### src/hw/rtl/ipv4_dotted_quad_parser_core_assert.svh
// Assertion macros for the parser RTL.
`ifndef IPV4_DOTTED_QUAD_PARSER_CORE_ASSERT_SVH
`define IPV4_DOTTED_QUAD_PARSER_CORE_ASSERT_SVH

// Same-cycle implication, disabled during reset.
`define IPV4DQ_ASSERT_NOW(label, clk, rst_n, ante, cons, msg) \
    label: assert property (@(posedge clk) disable iff (!rst_n) (ante) |-> (cons)) \
        else $error(msg);

// Next-cycle implication, disabled during reset.
`define IPV4DQ_ASSERT_NEXT(label, clk, rst_n, ante, cons, msg) \
    label: assert property (@(posedge clk) disable iff (!rst_n) (ante) |=> (cons)) \
        else $error(msg);

`endif

### src/hw/rtl/ipv4dq_pkg.sv
// Types and constants for the dotted-quad parser.
package ipv4dq_pkg;

    localparam logic [7:0] CHAR_NUL  = 8'h00;
    localparam logic [7:0] CHAR_DOT  = 8'h2E;
    localparam logic [7:0] CHAR_ZERO = 8'h30;
    localparam logic [7:0] CHAR_NINE = 8'h39;
    localparam logic [11:0] OCTET_MAX = 12'd255;
    localparam logic [1:0] LAST_OCTET = 2'd3;
    localparam logic [1:0] MAX_DIGITS = 2'd3;

    typedef struct packed {
        logic [1:0]  octet_index;
        logic [1:0]  digit_count;
        logic [7:0]  octet_value;
        logic [23:0] upper_octets;
        logic        error_seen;
    } parse_state_t;

    typedef struct packed {
        logic        emit;
        logic [31:0] address;
        logic        ok;
    } parse_result_t;

    localparam parse_state_t STATE_CLEAR = '{
        octet_index:  2'd0,
        digit_count:  2'd0,
        octet_value:  8'd0,
        upper_octets: 24'd0,
        error_seen:   1'b0
    };

endpackage

### src/hw/rtl/ipv4dq_step.sv
// Per-character next-state and result logic of the dotted-quad parser.
module ipv4dq_step
    import ipv4dq_pkg::*;
(
    input  parse_state_t  state,
    input  logic [7:0]    char_code,
    output parse_state_t  state_next,
    output parse_result_t result
);

    logic        is_digit;
    logic [3:0]  digit;
    logic [11:0] octet_acc;
    logic        end_ok;

    assign is_digit  = (char_code >= CHAR_ZERO) && (char_code <= CHAR_NINE);
    assign digit     = char_code[3:0];
    // value * 10 + digit as (value << 3) + (value << 1) + digit
    assign octet_acc = {1'b0, state.octet_value, 3'b000}
                     + {3'b000, state.octet_value, 1'b0}
                     + {8'd0, digit};
    assign end_ok    = !state.error_seen && (state.octet_index == LAST_OCTET)
                     && (state.digit_count != 2'd0);

    always_comb
    begin
        state_next     = state;
        result.emit    = 1'b0;
        result.ok      = end_ok;
        result.address = end_ok ? {state.upper_octets, state.octet_value} : 32'd0;

        if (char_code == CHAR_NUL)
        begin
            result.emit = 1'b1;
            state_next  = STATE_CLEAR;
        end
        else if (state.error_seen)
        begin
            // drop characters until the terminator
            state_next = state;
        end
        else if (is_digit)
        begin
            if (state.digit_count == MAX_DIGITS || octet_acc > OCTET_MAX)
            begin
                state_next.error_seen = 1'b1;
            end
            else
            begin
                state_next.octet_value = octet_acc[7:0];
                state_next.digit_count = state.digit_count + 2'd1;
            end
        end
        else if (char_code == CHAR_DOT)
        begin
            if (state.digit_count == 2'd0 || state.octet_index == LAST_OCTET)
            begin
                state_next.error_seen = 1'b1;
            end
            else
            begin
                state_next.upper_octets = {state.upper_octets[15:0], state.octet_value};
                state_next.octet_index  = state.octet_index + 2'd1;
                state_next.digit_count  = 2'd0;
                state_next.octet_value  = 8'd0;
            end
        end
        else
        begin
            state_next.error_seen = 1'b1;
        end
    end

endmodule

### src/hw/rtl/ipv4_dotted_quad_parser_core.sv
// Top level of the streaming IPv4 dotted-quad parser.
//
//  Channel  Direction  Handshake           Payload
//  in       sink       in_valid/in_stall   char_code[7:0]
//  out      source     out_valid/out_stall address[31:0], valid_res
//
// One character is taken per cycle while in_stall is low; the parse state register updates on each beat.
// The NUL beat loads the output register, which shows the result the next cycle.
// Non-NUL beats are taken even while a result waits; a NUL beat stalls only while
// the output register is full and stalled.
// Reset (rst_n low) clears the parse state and the output valid.
`include "ipv4_dotted_quad_parser_core_assert.svh"

module ipv4_dotted_quad_parser_core
    import ipv4dq_pkg::*;
(
    input  logic        clk,
    input  logic        rst_n,
    input  logic        in_valid,
    output logic        in_stall,
    input  logic [7:0]  char_code,
    output logic        out_valid,
    input  logic        out_stall,
    output logic [31:0] address,
    output logic        valid_res
);

    parse_state_t  state_reg;
    parse_state_t  state_next;
    parse_result_t result;
    logic          out_valid_reg;
    logic          out_valid_next;
    logic [31:0]   address_reg;
    logic          valid_res_reg;
    logic          in_beat;
    logic          load_result;

    ipv4dq_step u_step (
        .state      (state_reg),
        .char_code  (char_code),
        .state_next (state_next),
        .result     (result)
    );

    // hold a terminator only when the finished result cannot leave
    assign in_stall    = out_valid_reg && out_stall && (char_code == CHAR_NUL);
    assign in_beat     = in_valid && !in_stall;
    assign load_result = in_beat && result.emit;

    always_comb
    begin
        out_valid_next = out_valid_reg;
        if (load_result)
        begin
            out_valid_next = 1'b1;
        end
        else if (out_valid_reg && !out_stall)
        begin
            out_valid_next = 1'b0;
        end
    end

    always_ff @(posedge clk or negedge rst_n)
    begin
        if (!rst_n)
        begin
            state_reg     <= STATE_CLEAR;
            out_valid_reg <= 1'b0;
        end
        else
        begin
            if (in_beat)
            begin
                state_reg <= state_next;
            end
            out_valid_reg <= out_valid_next;
        end
    end

    always_ff @(posedge clk)
    begin
        if (load_result)
        begin
            address_reg   <= result.address;
            valid_res_reg <= result.ok;
        end
    end

    assign out_valid = out_valid_reg;
    assign address   = address_reg;
    assign valid_res = valid_res_reg;

    `IPV4DQ_ASSERT_NOW(a_invalid_addr_zero, clk, rst_n, out_valid && !valid_res, address == 32'd0, "invalid result carries a nonzero address")
    `IPV4DQ_ASSERT_NOW(a_empty_octet_zero, clk, rst_n, state_reg.digit_count == 2'd0, state_reg.octet_value == 8'd0, "octet value without digits")
    `IPV4DQ_ASSERT_NOW(a_first_octet_clean, clk, rst_n, state_reg.octet_index == 2'd0, state_reg.upper_octets == 24'd0, "upper octets set before first dot")
    `IPV4DQ_ASSERT_NEXT(a_nul_clears, clk, rst_n, in_valid && !in_stall && char_code == CHAR_NUL, out_valid && state_reg == STATE_CLEAR, "terminator did not emit and clear")

endmodule
### config.mk
export PLATFORM = sky130hd
export DESIGN_NAME = ipv4_dotted_quad_parser_core
export DESIGN_NICKNAME = d
export VERILOG_FILES = /design/src/hw/rtl/ipv4dq_pkg.sv /design/src/hw/rtl/ipv4dq_step.sv /design/src/hw/rtl/ipv4_dotted_quad_parser_core.sv
export VERILOG_INCLUDE_DIRS = /design/src /design/src/hw/rtl
export SDC_FILE = /design/constraint.sdc
export NUM_CORES = 1
export LEC_CHECK = 0
export ABC_AREA = 0
export ABC_CLOCK_PERIOD_IN_PS = 6300
export BUFFER_PORTS_ARGS = -buffer_cell sky130_fd_sc_hd__buf_4
export CORE_MARGIN = 2
export CORE_UTILIZATION = 60
export CTS_CLUSTER_SIZE = 25
export DETAILED_ROUTE_END_ITERATION = 12
export GPL_TIMING_DRIVEN = 1
export PLACE_DENSITY = 0.83
export SLEW_MARGIN = 20
export SYNTH_ARGS = -nofsm -noshare
export SYNTH_HDL_FRONTEND = slang
export SYNTH_SLANG_ARGS = --single-unit
### constraint.sdc
create_clock -name clk -period 6.3 [get_ports clk]
set_input_delay 0.945 -clock clk [delete_from_list [all_inputs] [get_ports clk]]
set_output_delay 0.945 -clock clk [all_outputs]
set_load 0.005 [all_outputs]
==> implementation parameters <==
Parameter                              Value

Run status
  Result of the run ... finished, final reports clean

Job
  Max_cap viols ... 0

Hold path
  Hold wc startpoint ... state_reg[22]
  Hold Path Class ... flop to flop
  Worst Hold Endpoint ... state_reg[22]
  Number of cells on the worst hold path ... 2

Detailed routing
  Iteration count of the initial detailed-routing pass ... 4
  Residual antenna-violating net count after detailed routing ... 0
  Top routing layer in use ... met4
  Total DRC errors in the routed layout ... 0
  Routed met3 length ... around 320 µm
  Via density per instance ... ~5.4
  Average detailed-routed wire length per instance ... approximately 14 µm
  Total number of vias ... between 2000 and 2500
  Total Wirelength ... around 6300 µm
  Routed metal-1 wire length ... approximately 2900 µm
  Length of routed met2 wiring ... ~3100 µm
  DR iter-0 viols ... roughly 160

STA
  Worst-case headroom to the max-slew limit ... 0.495
  Final clock period utilization by the worst path ... 0.565
  Number of hold violations in the final report ... 0
  Highest clock frequency the design can meet ... roughly 0.28 GHz
  Clk_skew ... 5.68 ps
  Number of max-slew violations in the final report ... 0
  Final setup margin ... 2740 ps
  Transition at the pin with the smallest max-transition slack ... ~760 ps
  Final min period ... approximately 3600 ps
  Setup Viol. Count Final ... 0
  Final-layout worst hold slack ... between 400 and 500 ps
  Unrepaired setup endpoints after global routing ... false
  Post-Route Setup TNS ... 0 ps

Global route
  Sum of overflow across all layers after global routing ... 0
  Total global routing track utilization ... 0.229
  Largest net degree at the start of global routing ... between 50 and 60
  Initial antenna violation count ... 0
  Number of global-route vias before repair ... between 2000 and 2500
  Wire length of the first global-routing pass ... between 10000 and 15000 µm

Synth
  Count of cell types in the netlist ... 39
  Synthesized area divided by synthesized cell count ... around 11 µm²
  Synthesized net count ... ~350
  Post-synthesis sequential area ratio ... 0.571
  Share of flip-flops with an asynchronous set or reset ... 0.535
  Synth warnings ... 0
  Post-synth EDFFs ... 33
  FF+latch count, synth ... between 70 and 80
  Mapped Area ... 3400 µm²
  Post-synthesis instance total ... between 300 and 400
  Most instantiated flip-flop cell in the synthesis netlist ... sky130_fd_sc_hd__dfrtp_1

Setup path
  Required @ worst endpoint ... between 6000 and 7000 ps
  Type of element launching the critical path ... primary input
  R2R setup slack ... between 2000 and 3000 ps
  Launch instance of the worst register-to-register path ... state_reg[25]
  Critical path peak fanout ... 20
  Critical path buffers and inverters ... 3
  Data arrival time of the worst path ... ~3800 ps
  Endpoint type of the worst setup path ... flop
  Worst Setup SP ... char_code[3]
  Critical R2R Capture ... state_reg[31]
  Peak per-stage delay on the critical path ... 530 ps
  Crit-path cells ... buf_4 > inv_1 > fa_1 > inv_1 > fa_1 > a21o_1 > a221oi_2 > mux2_1 > o2111ai_2 > or3_1 > nand3_1
  Number of cell instances on the worst register-to-register path ... 10
  Family with the most delay on the worst path ... adder cells
  Crit Path Class ... primary input to flop
  Slowest library cell on the worst path ... sky130_fd_sc_hd__fa_1

CTS
  CTS H-tree lvls ... 3
  Clock latency on the worst-skew pair ... 340 ps
  CTS Sinks ... about 70
  TritonCTS clock tree ... built
  CTS clock-pin slew for the worst setup and hold paths ... ~70 ps
  Clock buffer count from CTS ... 9
  Root Buffer ... sky130_fd_sc_hd__clkbuf_8
  Count of hold buffers inserted by post-cts repair ... 0
  Post-CTS setup-driven buffer insertion count ... 0
  Clock Tree Buf Depth ... 2
  Post-CTS Resized ... 0

Placement
  Buffers added on ports ... 46
  Global placement routability congestion ... between 0.8 and 0.9
  Half-perimeter wire length after detailed placement ... between 4000 and 5000 µm
  DP Worst Slack ... roughly 2400 ps

Die
  Initial standard-cell utilization of the core ... 0.621
  Area of the core ... ~5500 µm²
  DIE HEIGHT ... 79.3 µm
  Die area ... 6280 µm²
  Number of cell rows ... 27
  Count of pins on the block boundary ... 47
  Horizontal die dimension ... about 80 µm

Power and ir drop
  Leakage dissipation ... 1.74 nW
  Worst IR drop on VDD ... approximately 0.12 mV
  Pwr dens ... between 200 and 250 nW/µm²

Cells and area
  Area Growth Syn to Fin ... 18.1%
  Highest-count cells in the layout ignoring fill and taps ... 71 x sky130_fd_sc_hd__nand2_1, 51 x sky130_fd_sc_hd__buf_4, 38 x sky130_fd_sc_hd__dfrtp_1, 33 x sky130_fd_sc_hd__and2_1, 33 x sky130_fd_sc_hd__edfxtp_1
  Proportion of layout cells with a drive suffix above 1 ... 0.191
  Flip-flop count of the largest register after layout ... 37
  Count of nets after finishing ... 399
  Most common library cell in the layout ignoring fill and taps ... sky130_fd_sc_hd__nand2_1
  Diodes inserted ... 0
[cell type report]
class	count	area, µm²
timing repair buffer	51	383
fill	408	1460
multi-input combinational	223	1360
inverter	11	41.3
sequential	71	1940
clock buffer	10	138
tap	72	90.1
clock inverter	6	60.1
[cells by family (layout without fill, tap and decap cells)]
kind of cell | Yosys count | count (layout) | share of synthesized area
AOI/OAI and AO/OA | 50 | 50 | 0.0913
xor gates and xnor gates | 4 | 4 | 0.0103
adders and majority gates | 20 | 20 | 0.0780
buffers and inverters | 25 | 78 | 0.0305
DFF | 71 | 71 | 0.571
muxes | 2 | 2 | 0.00626
and+or+nand+nor | 147 | 147 | 0.212
[worst register-to-register path, stage by stage (launching register included)]
cell,delay [ps]
sky130_fd_sc_hd__dfrtp_1,520
sky130_fd_sc_hd__inv_1,120
sky130_fd_sc_hd__fa_1,520
sky130_fd_sc_hd__inv_1,70
sky130_fd_sc_hd__fa_1,460
sky130_fd_sc_hd__a21o_1,230
sky130_fd_sc_hd__a221oi_2,260
sky130_fd_sc_hd__mux2_1,190
sky130_fd_sc_hd__o2111ai_2,400
sky130_fd_sc_hd__or3_1,510
sky130_fd_sc_hd__nand3_1,90
[cell usage after synthesis, types with 4 or more instances]
cell / number / share of area
sky130_fd_sc_hd__dfrtp_1: 38 / 0.28
sky130_fd_sc_hd__nand3_1: 14 / 0.021
sky130_fd_sc_hd__nand2_1: 71 / 0.078
sky130_fd_sc_hd__ha_1: 18 / 0.066
sky130_fd_sc_hd__inv_1: 11 / 0.012
sky130_fd_sc_hd__or3_1: 4 / 0.0074
sky130_fd_sc_hd__o211ai_1: 7 / 0.015
sky130_fd_sc_hd__and2_1: 33 / 0.061
sky130_fd_sc_hd__o21ai_0: 30 / 0.044
sky130_fd_sc_hd__clkbuf_1: 10 / 0.011
sky130_fd_sc_hd__nor2_1: 9 / 0.0099
sky130_fd_sc_hd__and3_1: 4 / 0.0074
sky130_fd_sc_hd__edfxtp_1: 33 / 0.29
[power by group]
part | internal (mW) | switching (mW) | leakage (nW)
combinational | 0.0258 | 0.0362 | 0.886
sequential | 0.485 | 0.00465 | 0.753
clock | 0.191 | 0.161 | 0.0997
total | 0.702 | 0.202 | 1.74
[worst max-delay path by stage]
stage	slack, ps	cells after the start	end
6_report	2740	11	state_reg[31]
5_1_grt	2560	11	state_reg[31]
4_1_cts	2750	11	state_reg[31]
3_5_place_dp	2390	11	state_reg[31]
3_3_place_gp	2560	11	state_reg[29]
2_1_floorplan	2860	12	state_reg[25]
[layer usage]
layer | GRT usage | up-vias
met1 | 0.293 | 1115
met5 | 0 | -
met4 | 0.107 | 0
met3 | 0.0636 | 11
li1 | - | 1204
met2 | 0.364 | 65
[through the flow]
stage / utilization / instance area [µm²] / cells / power (mW)
2_1_floorplan: - / 3400 / 319 / 0.538
4_1_cts: 0.734 / 4020 / 444 / 0.910
3_5_place_dp: 0.698 / 3820 / 428 / 0.561
5_1_grt: 0.734 / 4020 / 444 / 0.942
6_report: 0.734 / 4020 / 444 / 0.904
3_3_place_gp: 0.698 / 3820 / 428 / 0.559
Power figures use the tool's default switching activity.
